### src/rtl/core/lsft_pkg.sv
package lsft_pkg;

    // Field and register widths
    localparam int unsigned TICK_W      = 16;
    localparam int unsigned BYTE_W      = 8;
    localparam int unsigned CFG_IDX_W   = 1;
    localparam int unsigned IN_USER_W   = 2;
    localparam int unsigned OUT_TDATA_W = 24;

    // Register reset values
    localparam logic [TICK_W-1:0] HALF_RESET  = 16'd20;
    localparam logic [TICK_W-1:0] SETUP_RESET = 16'd10;

    // Register indexes
    localparam logic [CFG_IDX_W-1:0] REG_HALF  = 1'b0;
    localparam logic [CFG_IDX_W-1:0] REG_SETUP = 1'b1;

    // Item kinds
    localparam logic CMD_DATA   = 1'b0;
    localparam logic CMD_BRIGHT = 1'b1;

    // Display control codes
    localparam logic [BYTE_W-1:0] DISP_CTRL_OFF = 8'h80;
    localparam logic [BYTE_W-1:0] DISP_CTRL_ON  = 8'h88;
    localparam logic [BYTE_W-1:0] LEVEL_CLAMP   = 8'd8;

    // Job queue between front and back
    localparam int unsigned QUEUE_DEPTH = 2;
    localparam int unsigned QPTR_W      = $clog2(QUEUE_DEPTH);
    localparam int unsigned QCNT_W      = $clog2(QUEUE_DEPTH + 1);

    // One classified byte job
    typedef struct packed {
        logic [BYTE_W-1:0] data_byte;
        logic              first;
        logic              last;
    } job_t;

    typedef struct packed {
        logic full;
        logic empty;
    } q_status_t;

    typedef struct packed {
        logic [TICK_W-1:0] half;
        logic [TICK_W-1:0] setup;
    } timing_t;

    typedef enum logic [2:0] {
        PH_IDLE,
        PH_START,
        PH_BITS,
        PH_ACK,
        PH_STOP
    } phase_t;

    // Map a brightness level onto its display control byte
    function automatic logic [BYTE_W-1:0] bright_code(input logic [BYTE_W-1:0] level);
        logic [BYTE_W-1:0] lvl;
        logic [BYTE_W-1:0] code;
        begin
            lvl = (level > LEVEL_CLAMP) ? LEVEL_CLAMP : level;
            if (level == '0)
            begin
                code = DISP_CTRL_OFF;
            end
            else
            begin
                code = DISP_CTRL_ON | (lvl - 8'd1);
            end
            return code;
        end
    endfunction

endpackage

### src/rtl/core/lsft_front.sv
module lsft_front
    import lsft_pkg::*;
(
    input  logic                 s_axis_tvalid,
    output logic                 s_axis_tready,
    input  logic [BYTE_W-1:0]    s_axis_tdata,
    input  logic [IN_USER_W-1:0] s_axis_tuser,
    input  logic                 s_axis_tlast,
    input  q_status_t            q_status,
    output logic                 push,
    output job_t                 push_job
);

    logic cmd;

    assign cmd = s_axis_tuser[0];

    // Accept whenever the queue has room
    assign s_axis_tready = !q_status.full;
    assign push          = s_axis_tvalid && !q_status.full;

    // Classify: a brightness item becomes a full one-byte frame
    always_comb
    begin
        if (cmd == CMD_BRIGHT)
        begin
            push_job.data_byte = bright_code(s_axis_tdata);
            push_job.first     = 1'b1;
            push_job.last      = 1'b1;
        end
        else
        begin
            push_job.data_byte = s_axis_tdata;
            push_job.first     = s_axis_tuser[1];
            push_job.last      = s_axis_tlast;
        end
    end

endmodule

### src/rtl/core/lsft_queue.sv
module lsft_queue
    import lsft_pkg::*;
(
    input  logic      clk,
    input  logic      rst_n,
    input  logic      push,
    input  job_t      push_job,
    input  logic      pop,
    output job_t      head,
    output q_status_t status
);

    job_t              entry_reg [QUEUE_DEPTH];
    logic [QPTR_W-1:0] wr_ptr_reg;
    logic [QPTR_W-1:0] rd_ptr_reg;
    logic [QCNT_W-1:0] cnt_reg;
    logic [QPTR_W-1:0] wr_ptr_next;
    logic [QPTR_W-1:0] rd_ptr_next;
    logic [QCNT_W-1:0] cnt_next;

    assign head         = entry_reg[rd_ptr_reg];
    assign status.full  = (cnt_reg == QCNT_W'(QUEUE_DEPTH));
    assign status.empty = (cnt_reg == '0);

    // Advance pointers and count
    always_comb
    begin
        wr_ptr_next = wr_ptr_reg;
        rd_ptr_next = rd_ptr_reg;
        cnt_next    = cnt_reg;
        if (push)
        begin
            wr_ptr_next = (wr_ptr_reg == QPTR_W'(QUEUE_DEPTH - 1)) ? '0 : wr_ptr_reg + 1'b1;
        end
        if (pop)
        begin
            rd_ptr_next = (rd_ptr_reg == QPTR_W'(QUEUE_DEPTH - 1)) ? '0 : rd_ptr_reg + 1'b1;
        end
        if (push && !pop)
        begin
            cnt_next = cnt_reg + 1'b1;
        end
        else if (pop && !push)
        begin
            cnt_next = cnt_reg - 1'b1;
        end
    end

    always_ff @(posedge clk or negedge rst_n)
    begin
        if (!rst_n)
        begin
            wr_ptr_reg <= '0;
            rd_ptr_reg <= '0;
            cnt_reg    <= '0;
        end
        else
        begin
            wr_ptr_reg <= wr_ptr_next;
            rd_ptr_reg <= rd_ptr_next;
            cnt_reg    <= cnt_next;
        end
    end

    // Store the pushed job
    always_ff @(posedge clk)
    begin
        if (push)
        begin
            entry_reg[wr_ptr_reg] <= push_job;
        end
    end

endmodule

### src/rtl/core/lsft_back.sv
module lsft_back
    import lsft_pkg::*;
(
    input  logic                   clk,
    input  logic                   rst_n,
    input  timing_t                timing,
    input  job_t                   head,
    input  q_status_t              q_status,
    output logic                   pop,
    output logic                   m_axis_tvalid,
    input  logic                   m_axis_tready,
    output logic [OUT_TDATA_W-1:0] m_axis_tdata,
    output logic                   m_axis_tlast
);

    phase_t            phase_reg, phase_next;
    logic [1:0]        sub_reg, sub_next;
    logic [2:0]        bit_reg, bit_next;
    job_t              job_reg, job_next;
    logic              clock_level_reg, clock_level_next;
    logic              data_level_reg, data_level_next;
    logic              out_valid_reg, out_valid_next;
    logic              out_clk_reg, out_clk_next;
    logic              out_dat_reg, out_dat_next;
    logic [TICK_W-1:0] out_hold_reg, out_hold_next;
    logic              out_last_reg, out_last_next;

    logic              advance;
    logic              seg_valid;
    logic              seg_clk;
    logic              seg_dat;
    logic [TICK_W-1:0] seg_hold;
    logic              seg_last;
    logic              cur_bit;
    phase_t            aft_phase;
    logic [1:0]        aft_sub;
    logic [2:0]        aft_bit;

    // Output slot is free when empty or being taken
    assign advance = !out_valid_reg || m_axis_tready;
    assign cur_bit = job_reg.data_byte[bit_reg];

    assign m_axis_tvalid = out_valid_reg;
    assign m_axis_tlast  = out_last_reg;
    assign m_axis_tdata  = {{(OUT_TDATA_W - TICK_W - 2){1'b0}}, out_hold_reg,
                            out_dat_reg, out_clk_reg};

    // Sequencer state
    always_ff @(posedge clk or negedge rst_n)
    begin
        if (!rst_n)
        begin
            phase_reg       <= PH_IDLE;
            sub_reg         <= '0;
            bit_reg         <= '0;
            clock_level_reg <= 1'b0;
            data_level_reg  <= 1'b0;
            out_valid_reg   <= 1'b0;
        end
        else
        begin
            phase_reg       <= phase_next;
            sub_reg         <= sub_next;
            bit_reg         <= bit_next;
            clock_level_reg <= clock_level_next;
            data_level_reg  <= data_level_next;
            out_valid_reg   <= out_valid_next;
        end
    end

    // Job and output payload
    always_ff @(posedge clk)
    begin
        job_reg      <= job_next;
        out_clk_reg  <= out_clk_next;
        out_dat_reg  <= out_dat_next;
        out_hold_reg <= out_hold_next;
        out_last_reg <= out_last_next;
    end

    // Build the current segment and the state after it
    always_comb
    begin
        seg_valid = 1'b1;
        seg_clk   = 1'b0;
        seg_dat   = 1'b0;
        seg_hold  = timing.half;
        seg_last  = 1'b0;
        aft_phase = phase_reg;
        aft_sub   = sub_reg + 2'd1;
        aft_bit   = bit_reg;
        case (phase_reg)
            PH_START:
            begin
                seg_clk = 1'b1;
                seg_dat = (sub_reg == 2'd0);
                if (sub_reg == 2'd1)
                begin
                    aft_phase = PH_BITS;
                    aft_sub   = '0;
                    aft_bit   = '0;
                end
            end
            PH_BITS:
            begin
                case (sub_reg)
                    2'd0:
                    begin
                        seg_dat  = data_level_reg;
                        seg_hold = timing.setup;
                    end
                    2'd1:
                    begin
                        seg_dat = cur_bit;
                    end
                    default:
                    begin
                        seg_clk = 1'b1;
                        seg_dat = cur_bit;
                        aft_sub = '0;
                        if (bit_reg == 3'd7)
                        begin
                            aft_phase = PH_ACK;
                        end
                        else
                        begin
                            aft_bit = bit_reg + 3'd1;
                        end
                    end
                endcase
            end
            PH_ACK:
            begin
                seg_dat = 1'b1;
                seg_clk = (sub_reg == 2'd1);
                if (sub_reg == 2'd2)
                begin
                    seg_last  = !job_reg.last;
                    aft_phase = job_reg.last ? PH_STOP : PH_IDLE;
                    aft_sub   = '0;
                end
            end
            PH_STOP:
            begin
                case (sub_reg)
                    2'd0:
                    begin
                        seg_clk = clock_level_reg;
                    end
                    2'd1:
                    begin
                        seg_clk = 1'b1;
                    end
                    default:
                    begin
                        seg_clk   = 1'b1;
                        seg_dat   = 1'b1;
                        seg_last  = 1'b1;
                        aft_phase = PH_IDLE;
                        aft_sub   = '0;
                    end
                endcase
            end
            default:
            begin
                seg_valid = 1'b0;
                aft_sub   = sub_reg;
            end
        endcase
    end

    // Step the sequencer, pop the next job without a gap
    always_comb
    begin
        phase_next       = phase_reg;
        sub_next         = sub_reg;
        bit_next         = bit_reg;
        job_next         = job_reg;
        pop              = 1'b0;
        clock_level_next = clock_level_reg;
        data_level_next  = data_level_reg;
        out_valid_next   = out_valid_reg;
        out_clk_next     = out_clk_reg;
        out_dat_next     = out_dat_reg;
        out_hold_next    = out_hold_reg;
        out_last_next    = out_last_reg;

        if (advance)
        begin
            out_valid_next = seg_valid;
            out_clk_next   = seg_clk;
            out_dat_next   = seg_dat;
            out_hold_next  = seg_hold;
            out_last_next  = seg_last;
        end

        if (advance && seg_valid)
        begin
            clock_level_next = seg_clk;
            data_level_next  = seg_dat;
            phase_next       = aft_phase;
            sub_next         = aft_sub;
            bit_next         = aft_bit;
        end

        if (((phase_reg == PH_IDLE) || (advance && seg_last)) && !q_status.empty)
        begin
            pop        = 1'b1;
            job_next   = head;
            phase_next = head.first ? PH_START : PH_BITS;
            sub_next   = '0;
            bit_next   = '0;
        end
    end

endmodule

### src/rtl/core/led_driver_serial_frame_tx.sv
// Two-wire LSB-first transmitter for an LED display driver.
// Input channel s_axis_*: one item per byte. tdata is the byte (or the
// brightness level), tuser[0] is the command (0 data byte, 1 brightness),
// tuser[1] asks for a start condition, tlast asks for a stop condition.
// Output channel m_axis_*: one item per pin segment: clock level, data
// level and hold ticks in tdata, tlast on the final segment of an input.
// A byte gives 27 segments, plus 2 for start and 3 for stop; a brightness
// item gives 32. The output register delivers one segment per cycle when
// the receiver does not stall, and an accepted item passes through the job
// queue, the job register and the output register before its first segment
// shows. A two-entry job queue lets the input accept up to two items ahead
// of the sequencer. A stalled receiver holds the current segment; the
// sequencer and then the input stop once the queue fills.
// Write half_period_ticks (index 0) and data_setup_ticks (index 1) through
// cfg_we/cfg_addr/cfg_wdata while the block is idle.
// Reset sets the holds to 20 and 10 ticks, records both lines as low and
// empties the queue.
module led_driver_serial_frame_tx
    import lsft_pkg::*;
(
    input  logic                   clk,
    input  logic                   rst_n,
    input  logic                   cfg_we,
    input  logic [CFG_IDX_W-1:0]   cfg_addr,
    input  logic [TICK_W-1:0]      cfg_wdata,
    input  logic                   s_axis_tvalid,
    output logic                   s_axis_tready,
    input  logic [BYTE_W-1:0]      s_axis_tdata,   // data_byte
    input  logic [IN_USER_W-1:0]   s_axis_tuser,   // cmd, first_of_frame
    input  logic                   s_axis_tlast,
    output logic                   m_axis_tvalid,
    input  logic                   m_axis_tready,
    output logic [OUT_TDATA_W-1:0] m_axis_tdata,   // clock_pin, data_pin, hold_ticks[15:0]
    output logic                   m_axis_tlast
);

    logic [TICK_W-1:0] half_reg;
    logic [TICK_W-1:0] setup_reg;
    timing_t           timing;
    q_status_t         q_status;
    logic              push;
    job_t              push_job;
    logic              pop;
    job_t              head;

    assign timing.half  = half_reg;
    assign timing.setup = setup_reg;

    // Configuration registers
    always_ff @(posedge clk or negedge rst_n)
    begin
        if (!rst_n)
        begin
            half_reg  <= HALF_RESET;
            setup_reg <= SETUP_RESET;
        end
        else if (cfg_we)
        begin
            case (cfg_addr)
                REG_HALF:  half_reg  <= cfg_wdata;
                REG_SETUP: setup_reg <= cfg_wdata;
                default:   half_reg  <= half_reg;
            endcase
        end
    end

    lsft_front u_front (
        .s_axis_tvalid (s_axis_tvalid),
        .s_axis_tready (s_axis_tready),
        .s_axis_tdata  (s_axis_tdata),
        .s_axis_tuser  (s_axis_tuser),
        .s_axis_tlast  (s_axis_tlast),
        .q_status      (q_status),
        .push          (push),
        .push_job      (push_job)
    );

    lsft_queue u_queue (
        .clk      (clk),
        .rst_n    (rst_n),
        .push     (push),
        .push_job (push_job),
        .pop      (pop),
        .head     (head),
        .status   (q_status)
    );

    lsft_back u_back (
        .clk           (clk),
        .rst_n         (rst_n),
        .timing        (timing),
        .head          (head),
        .q_status      (q_status),
        .pop           (pop),
        .m_axis_tvalid (m_axis_tvalid),
        .m_axis_tready (m_axis_tready),
        .m_axis_tdata  (m_axis_tdata),
        .m_axis_tlast  (m_axis_tlast)
    );

endmodule

### config.mk
export PLATFORM = sky130hd
export DESIGN_NAME = led_driver_serial_frame_tx
export DESIGN_NICKNAME = d
export VERILOG_FILES = /design/src/rtl/core/lsft_pkg.sv /design/src/rtl/core/lsft_front.sv /design/src/rtl/core/lsft_queue.sv /design/src/rtl/core/lsft_back.sv /design/src/rtl/core/led_driver_serial_frame_tx.sv
export SDC_FILE = /design/constraint.sdc
export NUM_CORES = 1
export LEC_CHECK = 0
export BUFFER_PORTS_ARGS = -buffer_cell sky130_fd_sc_hd__buf_2
export CORE_MARGIN = 5
export CORE_UTILIZATION = 57
export DETAILED_ROUTE_END_ITERATION = 12
export PLACE_DENSITY = 0.79
export SETUP_SLACK_MARGIN = 0.15
export SLEW_MARGIN = 20
export SYNTH_ARGS = -nofsm -noshare
export SYNTH_HDL_FRONTEND = slang
export SYNTH_SLANG_ARGS = --single-unit
### constraint.sdc
create_clock -name clk -period 2.5 [get_ports clk]
set_input_delay 0 -clock clk [delete_from_list [all_inputs] [get_ports clk]]
set_output_delay 0 -clock clk [all_outputs]
set_load 0.01 [all_outputs]
# Yosys cells after proc, flatten, opt, wreduce, memory -nomap -nowiden
# Memory sizes are Yosys's and may differ from the RTL's.
# Cells that the tools add are included.
# W data, S select, Z words.
[op_classes]
reduce_logical = 31
addsub = 7
eq_ne = 14
n_bitwise = 1
order_cmp = 2
mux = 44
[ops]
columns = ["operator", "count"]
rows = [
  ["$mux W3", 13],
  ["$mux W16", 2],
  ["$mux W2", 8],
  ["$mux W7", 2],
  ["$pmux W3 S4", 1],
  ["$mux W1", 11],
  ["$mux W10", 1],
  ["$ne A3 B1 Y1 const B", 3],
  ["$gt A8 B4 Y1 const B", 1],
  ["$logic_not A8 Y1", 1],
  ["$pmux W1 S4", 2],
  ["$reduce_and A7 Y1", 1],
  ["$sub A7 B1 Y7 const B", 1],
  ["$eq A3 B2 Y1 const B", 2],
  ["$eq A3 B3 Y1 const B", 2],
  ["$logic_and A1 B1 Y1", 6],
  ["$logic_not A1 Y1", 6],
  ["$ne A3 B2 Y1 const B", 2],
  ["$pmux W2 S3", 1],
  ["$pmux W3 S2", 1],
  ["$reduce_and A2 Y1", 3],
  ["$reduce_and A5 Y1", 1],
  ["$reduce_bool A5 Y1", 1],
  ["$add A2 B1 Y2 const B", 2],
  ["19 further kinds", 25],
]
[word_totals]
ram_bits = 20
out_inout_bits = 27
ff_bits = 75
elab_cells = 117
input_bits = 33
mem_count = 1
[memory_table]
columns = ["name", "words", "width", "rd", "rd_ports_with_merged_regs", "wr", "line_no", "text"]
rows = [
  ["u_queue.entry_reg", 2, 10, 1, 0, 1, "lsft_queue.sv:13", "job_t entry_reg [QUEUE_DEPTH];"],
]

# Longest topological paths before layout
[depth]
word_depth = 11
mapped_depth = 9
depth_no_buf = 9

# Hierarchy
# Synthesis repeated with hierarchy kept, for this count alone.
[unflattened]
hier_cells = 307
area_unflattened_um2 = 4375.4
[modules_own_cells]
columns = ["module", "cells_each", "instances", "seq_area_each_um2", "area_per_inst_um2"]
rows = [
  ["lsft_back", 162, 1, 1116.1, 1986.9],
  ["led_driver_serial_frame_tx", 69, 1, 805.8, 1257.5],
  ["lsft_queue", 47, 1, 700.7, 947.2],
  ["lsft_front", 29, 1, 0.0, 183.9],
]

# Worst setup path after synthesis
# OpenSTA, ideal clock, no wires.
[synth_path]
path_kind = "reg-to-reg"
startpoint = "register u_back.out_valid_reg, in the netlist u_back.m_axis_tvalid"
endpoint = "register u_queue.cnt_reg[1]"
path_stages_with_launch = 10
path_buffers = 0
slack_ns = 0.281
synth_period_minus_slack_ns = 2.219
setup_ns = 0.079
t_arrival_ns = 2.140
required_ns = 2.421
cell_sequence = "dfrtp_1 -> and2b_1 -> inv_2 -> a31oi_1 -> a21oi_4 -> inv_1 -> ha_1 -> xor2_1 -> nor2_1 -> xor2_1"
[synth_between]
elab_chain_len = 9
elab_cells_between_ends = 11
cone_classes = "2 x mux; 9 x reduce/logical"
[synth_lines]
columns = ["item", "line_no", "text"]
rows = [
  ["start, declared", "lsft_back.sv:22", "logic out_valid_reg, out_valid_next;"],
  ["start signal, assigned", "lsft_back.sv:67", "out_valid_reg <= out_valid_next;"],
  ["$logic_not A1 Y1 *", "lsft_back.sv:40", "assign advance = !out_valid_reg || m_axis_tready;"],
  ["$logic_or A1 B1 Y1 *", "lsft_back.sv:40", ""],
  ["$logic_and A1 B1 Y1 *", "lsft_back.sv:206", "if (((phase_reg == PH_IDLE) || (advance && seg_last)) && !q_status.empty)"],
  ["$logic_or A1 B1 Y1 *", "lsft_back.sv:206", ""],
  ["$logic_and A1 B1 Y1 *", "lsft_back.sv:206", ""],
  ["$mux W1 *", "lsft_back.sv:206", ""],
  ["$logic_not A1 Y1", "lsft_queue.sv:39", "if (push && !pop)"],
  ["$logic_and A1 B1 Y1", "lsft_queue.sv:39", ""],
  ["$mux W2 / $reduce_bool A2 Y1 (equally long branches)", "n/a", ""],
  ["end signal, assigned", "lsft_queue.sv:61", "cnt_reg <= cnt_next;"],
  ["end, declared", "lsft_queue.sv:16", "logic [QCNT_W-1:0] cnt_reg;"],
]
# Mark *: on every way between the ends. The rest lies on a longest branch, timed or not.
# A chain may end at the register's enable or synchronous reset.

==> results.yml <==
yosys:
  synth_area_leaders: "edfxtp_1 34%, dfrtp_1 25%, mux2_2 16%"
  yosysWarnings: 0
  ys_seq_area_share_pct: 61.4
  synthesis.area_mm2: 0.00427
  synth-seq-cells: 95
  synthCells: 296
  yosysTopAreaCellShare_pct: 33.8
  async_reset_ff_share_pct: 49.5
  syn_area_per_cell_um2: 14.4
  ys_types: 55
  synth_enable_flop_cells: 48
  synth_ff_type: "edfxtp_1"
  yosys.area.top_type: "edfxtp_1"
power_and_ir_drop:
  p_seq_share_pct: 50.4
  switchingPower_mw: 1.61
  total_power_mw: 4.91
  p_comb_share_pct: 30.7
  cellPowerDensity_mw_per_mm2: 987
  vdd_ir_drop_max_v: 0.000402
  netSwitchingFraction_pct: 32.8
  power_leakage_nw: 2.01
  clkPwrFrac_pct: 18.9
  p_int_mw: 3.30
critical_path:
  critical_path_arrival_ns: 2.17
  endpoint_kind: "flop"
  cp.required_ns: 2.69
  critical_path_class: "input port to flop"
  cp_cell_sequence: "dlygate4sd3_1 > buf_2 > or4_1 > nor2_2 > nand2_1 > ha_1 > nand3b_1 > o21ai_0 > a21oi_1"
  r2r-start: "u_back.bit_reg[0]"
  crit_path_top_delay_cell: "or4_1"
  max_stage_delay_ns: 0.56
  reg2reg_depth: 7
  rrSetupSlack_ns: 0.56
  reg2reg_to: "u_back.phase_reg[0]"
  cp.buffers_inverters: 2
  cp_top_family: "simple AND/OR/NAND/NOR gates"
  crit_fanout: 7
  cp-start-kind: "input port"
sta:
  fin_crit_sh_pct: 79.5
  hold_violations: 0
  slew_violations: 0
  setup_tns_ns: 0
  finalSetupViolCount: 0
  worstMarginPinSlew_ns: 0.719
  grt_setup_unrepaired: "false"
  slew_headroom_pct: 52.0
  fmax_ghz: 0.503
  min_period_ns: 1.99
  fin_skew_ns: 0.00862
routing:
  drtAntennaViolNets: 0
  post-route-drc-count: 0
  wl_per_cell_um: 15.5
  wl_um: 7370
  vias: 2568
  vias_per_cell: 5.39
  firstDrtPassIters: 4
  drt_iter0_markers: 90
cells_and_area:
  drive_gt1_share_pct: 41.1
  syn2layout_area_growth_pct: 16.5
  final_cell_mix: "61 x mux2_2, 52 x buf_2, 48 x edfxtp_1, 43 x dfrtp_1, 22 x dlygate4sd3_1"
  nNetsFinal: 409
  antenna_cells: 0
  final_cells: 476
  final_area_mm2: 0.00497
  largest_reg_flops: 20
  n_fill_cell: 540
  layout_commonest_cell: "mux2_2"
job:
  maxCapViolations: 0
clocking:
  cts_root_buf: "clkbuf_8"
  cts_htree_levels: 3
  clkSlewWorstSetupHoldPaths_ns: 0.09
  numClockSinks: 95
  numCtsBuffers: 9
  post_cts_buffers: 0
  cts_tree: "yes"
  clockBufferDepth: 2
  clock_latency_ns: 0.35
global_route:
  track_usage_pct: 16.6
  grt_pass1_wl_um: 11700
  grt_overflow: 0
  grt_pass1_vias: 2512
  antenna_found_initial: 0
  grt_max_degree: 48
hold_path:
  holdPathEnd: "u_queue.entry_reg[0][7]"
  min_from: "s_axis_tdata[5]"
  hp-class: "input port to flop"
  min_path_cells: 2
outcome:
  status: "completed"
floorplan:
  die_h_um: 96.5
  boundaryPins: 60
  die_area_mm2: 0.00932
  die_w_um: 96.5
  rows: 31
  coreArea_mm2: 0.00729
  initial_core_util_pct: 58.5
placed_design:
  placed_area_mm2: 0.00457
  placed_cells: 438
  hpwl_um: 4860
  gp_congestion: 0.910
  io_buffers: 53
kinds of logic (layout without fill, tap and decap cells):
kind of cell / after synthesis / in the layout / share of synthesized area [%]
and+or+nand+nor: 58 / 58 / 7.83
DFF: 95 / 95 / 61.4
muxes: 65 / 65 / 17.6
adders and majority gates: 4 / 4 / 1.17
buffers and inverters: 27 / 103 / 3.96
xor gates and xnor gates: 6 / 6 / 1.23
other: 1 / 6 / 0.0878
AOI/OAI and AO/OA: 40 / 40 / 6.68
worst reg2reg max path: cells and delay by family, from the launching register on:
kind / cells / cell delay (ns)
DFF: 1 / 0.45
AOI/OAI and AO/OA: 3 / 0.77
and+or+nand+nor: 2 / 0.27
adders and majority gates: 2 / 0.38
timing repair:
action	CTS	global route
gates resized for setup	0	0
hold buffers	22	0
hold endpoints to repair	84	0
how the worst max path moves through the flow:
stage / startpoint / end / slack [ns] / cells after the start
after CTS: s_axis_tdata[7] / u_queue.entry_reg[1][4] / 0.52 / 9
after detailed placement: u_back.bit_reg[0] / u_back.phase_reg[0] / 0.56 / 7
after floorplan: u_back.m_axis_tvalid / u_queue.cnt_reg[1] / 0.28 / 9
after global routing: u_back.bit_reg[0] / u_back.phase_reg[0] / 0.38 / 7
after global placement: u_back.bit_reg[0] / u_back.phase_reg[0] / 0.63 / 7
final: s_axis_tdata[7] / u_queue.entry_reg[0][4] / 0.51 / 9
per-stage QoR:
step	worst slack [ns]	utilization, %	hold slack, ns
3_3_place_gp	0.625	62.7	0.231
4_1_cts	0.518	68.2	0.0110
6_report	0.512	68.2	0.0356
3_5_place_dp	0.557	62.7	0.248
2_1_floorplan	0.281	-	-0.296
5_1_grt	0.378	68.2	0.0329
metal layers:
| metal | vias to the layer above | part of all wire, % | track usage (%) |
|---|---|---|---|
| li1 | 1230 | - | - |
| met1 | 1268 | 46 | 22.6 |
| met2 | 61 | 48 | 26.5 |
| met3 | 9 | 4.4 | 2.56 |
| met4 | 0 | 1.8 | 7.71 |
| met5 | - | 0 | 0 |
power groups by stage:
stage | Sequential (mW) | Combinational, mW | Clock (mW)
after floorplan | 2.38 | 1.25 | 0
after global placement | 2.48 | 1.44 | 0
after detailed placement | 2.50 | 1.48 | 0
after CTS | 2.47 | 1.52 | 0.950
after global routing | 2.53 | 1.65 | 1.02
final | 2.47 | 1.51 | 0.928
Yosys cell counts, types with 2 or more instances:
| cell | instances |
|---|---|
| dfstp_2 | 4 |
| a21o_1 | 3 |
| nor2b_1 | 3 |
| o22ai_1 | 3 |
| mux2_2 | 61 |
| xor2_1 | 4 |
| clkbuf_1 | 4 |
| ha_1 | 4 |
| inv_1 | 6 |
| xnor2_1 | 2 |
| nor2_2 | 2 |
| nand2_1 | 12 |
| nand4_1 | 2 |
| dfrtp_1 | 43 |
| a31oi_1 | 2 |
| mux4_2 | 2 |
| nor3_1 | 6 |
| nand2b_1 | 5 |
| a21oi_1 | 11 |
| a22o_1 | 2 |
| or2_2 | 3 |
| mux2i_1 | 2 |
| or2b_1 | 2 |
| buf_2 | 4 |
| edfxtp_1 | 48 |
| nor2_1 | 11 |
| o21ai_0 | 6 |
| buf_4 | 8 |
| buf_6 | 3 |
| nand3b_1 | 3 |
area by class of cell:
type	count	area (um2)	area share, %
inverter	7	26.3	0.528
multi-input combinational	179	1500	30.1
clock buffer	9	124	2.49
timing repair buffer	80	526	10.6
sequential	95	2620	52.7
tap	99	124	2.49
clock inverter	7	55.1	1.11
Note: power is estimated with default switching activity, not from simulation.
